### src/rtl/bsim_pkg.sv
// Shared types and constants for the bank-switching interrupt mapper.
package bsim_pkg;

  localparam int WramAw = 13;
  localparam int WramDepth = 8192;
  localparam int IramAw = 7;
  localparam int IramDepth = 128;
  localparam logic [7:0] ChrBankMask = 8'hFF;
  localparam logic [14:0] IrqMax = 15'h7FFF;
  localparam logic [7:0] CiramMin = 8'hE0;
  localparam logic [5:0] PrgFixed = 6'h3F;

  typedef enum logic [1:0] {
    CMD_WRITE = 2'd0,
    CMD_READ  = 2'd1,
    CMD_TICK  = 2'd2,
    CMD_PPU   = 2'd3
  } cmd_t;

  typedef enum logic [1:0] {
    SRC_NONE  = 2'd0,
    SRC_PRG   = 2'd1,
    SRC_CHR   = 2'd2,
    SRC_CIRAM = 2'd3
  } src_t;

  // Classified operation passed from front to back.
  typedef enum logic [3:0] {
    OP_NONE,
    OP_WRAM_WR,
    OP_WRAM_RD,
    OP_IRAM_WR,
    OP_IRAM_RD,
    OP_CHR_WR,
    OP_NT_WR,
    OP_PRG_WR,
    OP_PORT_WR,
    OP_CNT_LO_WR,
    OP_CNT_HI_WR,
    OP_CNT_LO_RD,
    OP_CNT_HI_RD,
    OP_PRG_RD,
    OP_TICK,
    OP_PPU
  } op_t;

  typedef struct packed {
    op_t        op;
    logic [15:0] addr;
    logic [7:0]  data;
    logic [9:0]  cycles;
  } job_t;

  typedef struct packed {
    logic [7:0] read_data;
    logic       data_driven;
    logic       irq_line;
    logic [7:0] bank_number;
    logic [1:0] bank_source;
  } res_t;

endpackage

### src/rtl/bsim_front.sv
// Front end: accept items and classify them into operations.
module bsim_front import bsim_pkg::*; (
  input  logic        clk,
  input  logic        rst_n,
  input  logic        in_tvalid,
  output logic        in_tready,
  input  logic [35:0] in_tdata,
  input  logic        lesser,
  output logic        job_valid,
  input  logic        job_ready,
  output job_t        job
);
  logic [1:0]  cmd;
  logic [15:0] a;
  logic [15:0] m;
  job_t        cls;
  logic        valid_r;
  job_t        job_r;

  assign cmd = in_tdata[1:0];
  assign a   = in_tdata[17:2];
  assign m   = a & 16'hF800;

  always_comb begin
    cls.addr   = a;
    cls.data   = in_tdata[25:18];
    cls.cycles = in_tdata[35:26];
    cls.op     = OP_NONE;
    case (cmd)
      CMD_WRITE: begin
        if (a >= 16'h6000 && a <= 16'h7FFF) cls.op = OP_WRAM_WR;
        else if (a < 16'h4020) cls.op = OP_NONE;
        else if (m >= 16'h8000 && m <= 16'hB800) cls.op = OP_CHR_WR;
        else if (m >= 16'hC000 && m <= 16'hD800) cls.op = lesser ? OP_NONE : OP_NT_WR;
        else if (m == 16'h4800) cls.op = OP_IRAM_WR;
        else if (m == 16'hF800) cls.op = OP_PORT_WR;
        else if (m == 16'h5000) cls.op = OP_CNT_LO_WR;
        else if (m == 16'h5800) cls.op = OP_CNT_HI_WR;
        else if (m == 16'hE000 || m == 16'hE800 || m == 16'hF000) cls.op = OP_PRG_WR;
      end
      CMD_READ: begin
        if (a >= 16'h6000 && a <= 16'h7FFF) cls.op = OP_WRAM_RD;
        else if (a >= 16'h8000) cls.op = OP_PRG_RD;
        else if (!lesser && a >= 16'h4800 && a <= 16'h4FFF) cls.op = OP_IRAM_RD;
        else if (!lesser && a >= 16'h5000 && a <= 16'h57FF) cls.op = OP_CNT_LO_RD;
        else if (!lesser && a >= 16'h5800 && a <= 16'h5FFF) cls.op = OP_CNT_HI_RD;
      end
      CMD_TICK: cls.op = OP_TICK;
      CMD_PPU: cls.op = OP_PPU;
      default: cls.op = OP_NONE;
    endcase
    // PPU nametable lookups in the lesser variant report nothing.
    if (cmd == CMD_PPU && a[13] && lesser) cls.op = OP_NONE;
  end

  assign in_tready = !valid_r || job_ready;

  always_ff @(posedge clk) begin
    if (!rst_n) begin
      valid_r <= 1'b0;
    end else if (in_tready) begin
      valid_r <= in_tvalid;
    end
  end

  always_ff @(posedge clk) begin
    if (in_tready && in_tvalid) job_r <= cls;
  end

  assign job_valid = valid_r;
  assign job       = job_r;
endmodule

### config.mk
export PLATFORM = sky130hd
export DESIGN_NAME = bsim_front
export DESIGN_NICKNAME = d
export VERILOG_FILES = /design/src/rtl/bsim_pkg.sv /design/src/rtl/bsim_front.sv
export SDC_FILE = /design/constraint.sdc
export NUM_CORES = 1
export LEC_CHECK = 0
export ABC_AREA = 1
export BUFFER_PORTS_ARGS = -buffer_cell sky130_fd_sc_hd__buf_2
export CAP_MARGIN = 20
export CORE_MARGIN = 2
export CORE_UTILIZATION = 35
export CTS_CLUSTER_DIAMETER = 100
export DETAILED_ROUTE_END_ITERATION = 7
export HOLD_SLACK_MARGIN = 0.08
export PLACE_DENSITY = 0.65
export SKIP_LAST_GASP = 1
export SYNTH_ARGS = -nofsm -noshare
export SYNTH_HDL_FRONTEND = slang
export SYNTH_SLANG_ARGS = --single-unit
### constraint.sdc
create_clock -name clk -period 3.6 [get_ports clk]
set_clock_uncertainty 0.15 [all_clocks]
set_input_delay 0.18 -clock clk [delete_from_list [all_inputs] [get_ports clk]]
set_output_delay 0.18 -clock clk [all_outputs]
set_load 0.01 [all_outputs]
=== Yosys cells after proc, flatten, opt, wreduce, memory -nomap -nowiden ===
Cells that the tools add are included.
W data, S select, Z words.

* Order comparisons: 14
* Muxes and demuxes: 16
* Eq/ne operators: 10
* Reduce and logical (&&, ||, !) cells: 18

{| class="wikitable"
|+ Operators by type and width
! operator !! count
|-
| $ge A16 B15 Y1 const B || 4
|-
| $le A16 B15 Y1 const B || 4
|-
| $mux W4 || 13
|-
| $ge A16 B16 Y1 const B || 3
|-
| $le A16 B16 Y1 const B || 2
|-
| $eq A5 B5 Y1 const B || 4
|-
| $lt A16 B15 Y1 const B || 1
|-
| $pmux W4 S4 || 1
|-
| $eq A5 B4 Y1 const B || 3
|-
| $logic_and A1 B1 Y1 || 12
|-
| $mux W3 || 2
|-
| $eq A2 B2 Y1 const B || 2
|-
| $logic_or A1 B1 Y1 || 3
|-
| $eq A2 B1 Y1 const B || 1
|-
| $logic_not A1 Y1 || 2
|-
| $logic_not A2 Y1 || 1
|}

* Register bits after elaboration: 39
* Word-level logic and storage cells: 63
* Output and inout port bits: 40
* Input bits: 41

=== Depth between registers and ports, before layout ===
* Depth in word-level cells: 13
* Mapped depth: 9
* Gate-level depth less buffers: 9

=== Worst setup path before layout ===
Ideal clock, no wire load.

* Kind: register to register
* Start: register valid_r (netlist: job_valid)
* End: register job_r, in the netlist job[0] (enable)
* Arrival: 2.245 ns
* Buffers on the path: 0
* Setup time: 0.446 ns
* Data required time: 3.004 ns
* Period minus slack after synthesis: 2.841 ns
* Path slack: 0.759 ns
* Stages on the path, launching flop included: 2
* Cells stage by stage: dfxtp_1 a21oi_1

* Cells in the longest elaborated chain, start to end: 3

{| class="wikitable"
|+ Ends and longest elaborated chain
! what !! RTL line !! RTL
|-
| start, declared || bsim_front.sv:17 || <nowiki>logic valid_r;</nowiki>
|-
| start signal, assigned || bsim_front.sv:62 || <nowiki>valid_r <= in_tvalid;</nowiki>
|-
| $logic_not A1 Y1 || bsim_front.sv:56 || <nowiki>assign in_tready = !valid_r || job_ready;</nowiki>
|-
| $logic_or A1 B1 Y1 || bsim_front.sv:56 ||
|-
| $logic_and A1 B1 Y1 || bsim_front.sv:67 || <nowiki>if (in_tready && in_tvalid) job_r <= cls;</nowiki>
|-
| end signal, assigned || bsim_front.sv:67 ||
|-
| end, declared || bsim_front.sv:18 || <nowiki>job_t job_r;</nowiki>
|}

Every way passes these cells.
A chain may end at the register's enable or synchronous reset.

=== Worst setup path in the final report ===
* Start: input in_tdata[17]
* End: register job_r, in the netlist job[34] (data pin)

* Cells in the longest elaborated chain, start to end: 13
* Elaborated cells on any way between the ends: 42
* Classes of those cells: order compare (12); eq/ne (7); mux (14); reduce/logical (9)

{| class="wikitable"
|+ Ends and longest elaborated chain
! what !! RTL line !! RTL
|-
| start, declared || bsim_front.sv:7 || <nowiki>input logic [35:0] in_tdata,</nowiki>
|-
| $eq A5 B5 Y1 || bsim_front.sv:39 || <nowiki>else if (m == 16'hE000 || m == 16'hE800 || m == 16'hF000) cls.op = OP_PRG_WR;</nowiki>
|-
| $logic_or A1 B1 Y1 (2 in series) || bsim_front.sv:39 ||
|-
| $mux W3 || bsim_front.sv:39 ||
|-
| $mux W4 || bsim_front.sv:38 || <nowiki>else if (m == 16'h5800) cls.op = OP_CNT_HI_WR;</nowiki>
|-
| $mux W4 || bsim_front.sv:37 || <nowiki>else if (m == 16'h5000) cls.op = OP_CNT_LO_WR;</nowiki>
|-
| $mux W4 || bsim_front.sv:36 || <nowiki>else if (m == 16'hF800) cls.op = OP_PORT_WR;</nowiki>
|-
| $mux W4 || bsim_front.sv:35 || <nowiki>else if (m == 16'h4800) cls.op = OP_IRAM_WR;</nowiki>
|-
| $mux W4 || bsim_front.sv:34 || <nowiki>else if (m >= 16'hC000 && m <= 16'hD800) cls.op = lesser ? OP_NONE : OP_NT_WR;</nowiki>
|-
| $mux W4 || bsim_front.sv:33 || <nowiki>else if (m >= 16'h8000 && m <= 16'hB800) cls.op = OP_CHR_WR;</nowiki>
|-
| $mux W4 || bsim_front.sv:32 || <nowiki>else if (a < 16'h4020) cls.op = OP_NONE;</nowiki>
|-
| $mux W4 || bsim_front.sv:31 || <nowiki>if (a >= 16'h6000 && a <= 16'h7FFF) cls.op = OP_WRAM_WR;</nowiki>
|-
| $pmux W4 S4 * || bsim_front.sv:29 || <nowiki>case (cmd)</nowiki>
|}

Mark *: on every way between the ends. The rest lies on a longest branch, timed or not.

==> summary.txt <==
Synthesis
  – Synth Net Count: 155
  – Synth cell count leaders: 38 x edfxtp_1, 24 x nand2_1, 12 x inv_1
  – Post-Syn Area per Cell: about 13 µm²
  – Mapped cell area: ~1500 µm²
  – Yosys synthesis warning count: 0
  – Netlist cell types: 17
  – Cell taking the most area after synthesis: edfxtp_1
  – #FFs+latches synth: 39
  – Post-synth EDFFs: 38
  – Post-Synthesis Cells: between 100 and 150
  – Sequential-to-total area share from yosys stat: slightly below 80%
  – Top cell type's share of synthesized area: between 70% and 80%
  – Top post-synthesis cells by area: edfxtp_1 76%, nand2_1 6.0%, nand3_1 3.0%
  – Cell with the most instances after synthesis: edfxtp_1
  – Async SR Flop Fraction: 0%
  – Post-synth top flop: edfxtp_1

Min path
  – HP Class: in2reg

Power and ir drop
  – Pwr Total: 0.000949 W
  – Pwr Density: just under 400 nW/µm²
  – Peak VDD IR: 0.127 mV
  – Lkg Pwr: 1.10 nW

Route
  – Via count: around 1.3k
  – Final wirelength: 3640 µm
  – Vias/cell: 4.39
  – Initial DRC count: 96
  – Top Layer Used: met4
  – TritonRoute pass-1 iters: 4
  – Routed len/inst: ~13 µm
  – WL met2: between 1500 and 2000 µm
  – DRC viols: 0
  – ANT nets after route: 0
  – M1 WL: between 1500 and 2000 µm
  – Routed length on met3: between 300 and 400 µm

Critical path
  – CP arrival: 1.67 ns
  – Worst Setup Path Type: in2reg
  – Critical Path Fanout Max: 11
  – Slowest CP cell: dlygate4sd3_1
  – WP data required: ~3.5 ns
  – Crit end category: register
  – Crit path cell chain: dlygate4sd3_1 > buf_2 > inv_1 > nand3_1 > nand2_1 > nor2_1 > nand3_1 > nand2_1 > nand2_1 > nor2_1 > nor2_1
  – Slowest cell delay on critical path: approximately 0.52 ns
  – WP buf/inv: 3
  – Critical path startpoint category: input pin
  – Family with the most delay on the worst path: buffers and inverters

Cells and area
  – Area delta synth->final: 62.1%
  – Antenna Cells: 0
  – Nets: between 200 and 300
  – Footprint of the multi-input gates: 287 µm²
  – Final Core Density: around three fifths
  – Area occupied by registers: about 1200 µm²
  – Fin cells: around 290
  – Share of layout cells above drive strength 1: 39.9%
  – Filler cells: between 300 and 400

Global routing
  – Overflow after GRT: 0
  – First-pass GRT wire length: 5890 µm
  – Largest net degree at the start of global routing: 39
  – Overall Global Routing Usage: approximately 16%
  – Antenna violations before repair: 0
  – Number of global-route vias before repair: around 1.3k

Clocking
  – Max clock buf depth: 2
  – TritonCTS clock tree: built
  – Root Buffer: clkbuf_8
  – Num CTS Buffers: 5
  – CTS sink count: 39
  – Worst-path clk slew: roughly 0.060 ns
  – Clock Latency Late Sink: 0.28 ns
  – # H-tree levels: 2

STA
  – Final setup viols: 0
  – Min cycle time layout: 1.80 ns
  – Final count of hold timing violations: 0
  – Final period utilization: 50.1%
  – RSZ-0062 raised after global routing: no
  – Fmax: about 550 MHz
  – Worst relative slew slack: 62.2%
  – Post-route setup TNS: 0 ns
  – Worst-Margin Slew: 0.566 ns
  – Max-slew violation count: 0

Placed design
  – RePlAce Congestion: just over 0.8
  – I/O Buffers: 80
  – Placed cell count: 243
  – Detail Placement HPWL: around 2400 µm

Floorplan
  – Die width: ~69 µm
  – Die H: a little under 70 µm
  – I/O Pins: a little over 80
  – Die area: 4830 µm²
  – Core area: between 4000 and 5000 µm²
  – Initial Util: a little under two fifths
  – Rows: 23

Job
  – Number of max-cap violations: 0

Outcome
  – Outcome: complete, no violations
==> final cells by class <==
class,count,area share [%]
Clock inverter,1,0.206
Tap cell,50,2.57
Timing Repair Buffer,117,32.4
Clock buffer,7,3.14
Multi-Input combinational cell,60,11.8
Inverter,14,2.16
Sequential cell,39,47.7
==> power breakdown <==
part | switching (W) | total [W] | internal (W)
Combinational | 0.0000717 | 0.000145 | 0.0000731
Clock | 0.000130 | 0.000265 | 0.000136
Sequential | 0.00000763 | 0.000539 | 0.000531
==> worst reg2reg max path, cell delays in order, from the launching register on <==
cell,delay (ns)
dfxtp_1,0.35
a21oi_4,0.50
buf_16,0.24
==> cells by family (layout without fill, tap and decap cells) <==
family / Yosys count / in the layout / synth area share (%)
DFF: 39 / 39 / 77.4
buffers and inverters: 15 / 139 / 4.25
AOI/OAI and AO/OA: 10 / 10 / 3.59
and+or+nand+nor: 50 / 50 / 14.8
==> per-stage QoR <==
step	hold slack (ns)	instance area (µm²)	setup slack, ns
6_report	0.171	2430	1.80
5_1_grt	0.176	2430	1.55
4_1_cts	0.146	2400	1.79
3_5_place_dp	0.208	1960	1.80
3_3_place_gp	0.207	1960	1.83
2_1_floorplan	0.129	1500	0.759
==> registers in the layout (all words and copies together), names as in the netlist <==
signal	cells
job	38
job_valid	1
==> final timing paths <==
check,endpoint,depth (start not counted),from,slack [ns]
hold reg to reg,job[28],1,job_valid,0.64
setup / recovery,job[34],11,in_tdata[17],1.80
hold / removal,job[36],3,in_tdata[1],0.17
setup reg to reg,job[1],2,job_valid,2.06
==> metal layers <==
metal / track usage (%) / vias to the layer above
met2: 26.6 / 63
met1: 18.6 / 552
met3: 6.25 / 5
met5: 0 / -
li1: - / 644
met4: 7.84 / 0
==> layout by cell type, fill, tap and decap left out, types with 2 or more instances in the layout <==
cell type      synthesis  routed
nand3_1                9       9
nand2_1               24      24
buf_2                  0      80
a21oi_1                6       5
nor2_1                 9       9
dlygate4sd3_1          0      36
o21ai_0                2       2
nor2_2                 3       3
clkbuf_8               0       5
inv_1                 12      12
inv_2                  2       2
edfxtp_1              38      38
nand4_1                2       2
clkbuf_1               0       2
==> timing repair <==
action,in CTS,in global routing
setup buffers,0,0
setup endpoints to repair,0,0
hold buffers,36,0
hold endpoints to repair,35,0
resized for setup,0,0
Note: power is estimated with default switching activity, not from simulation.
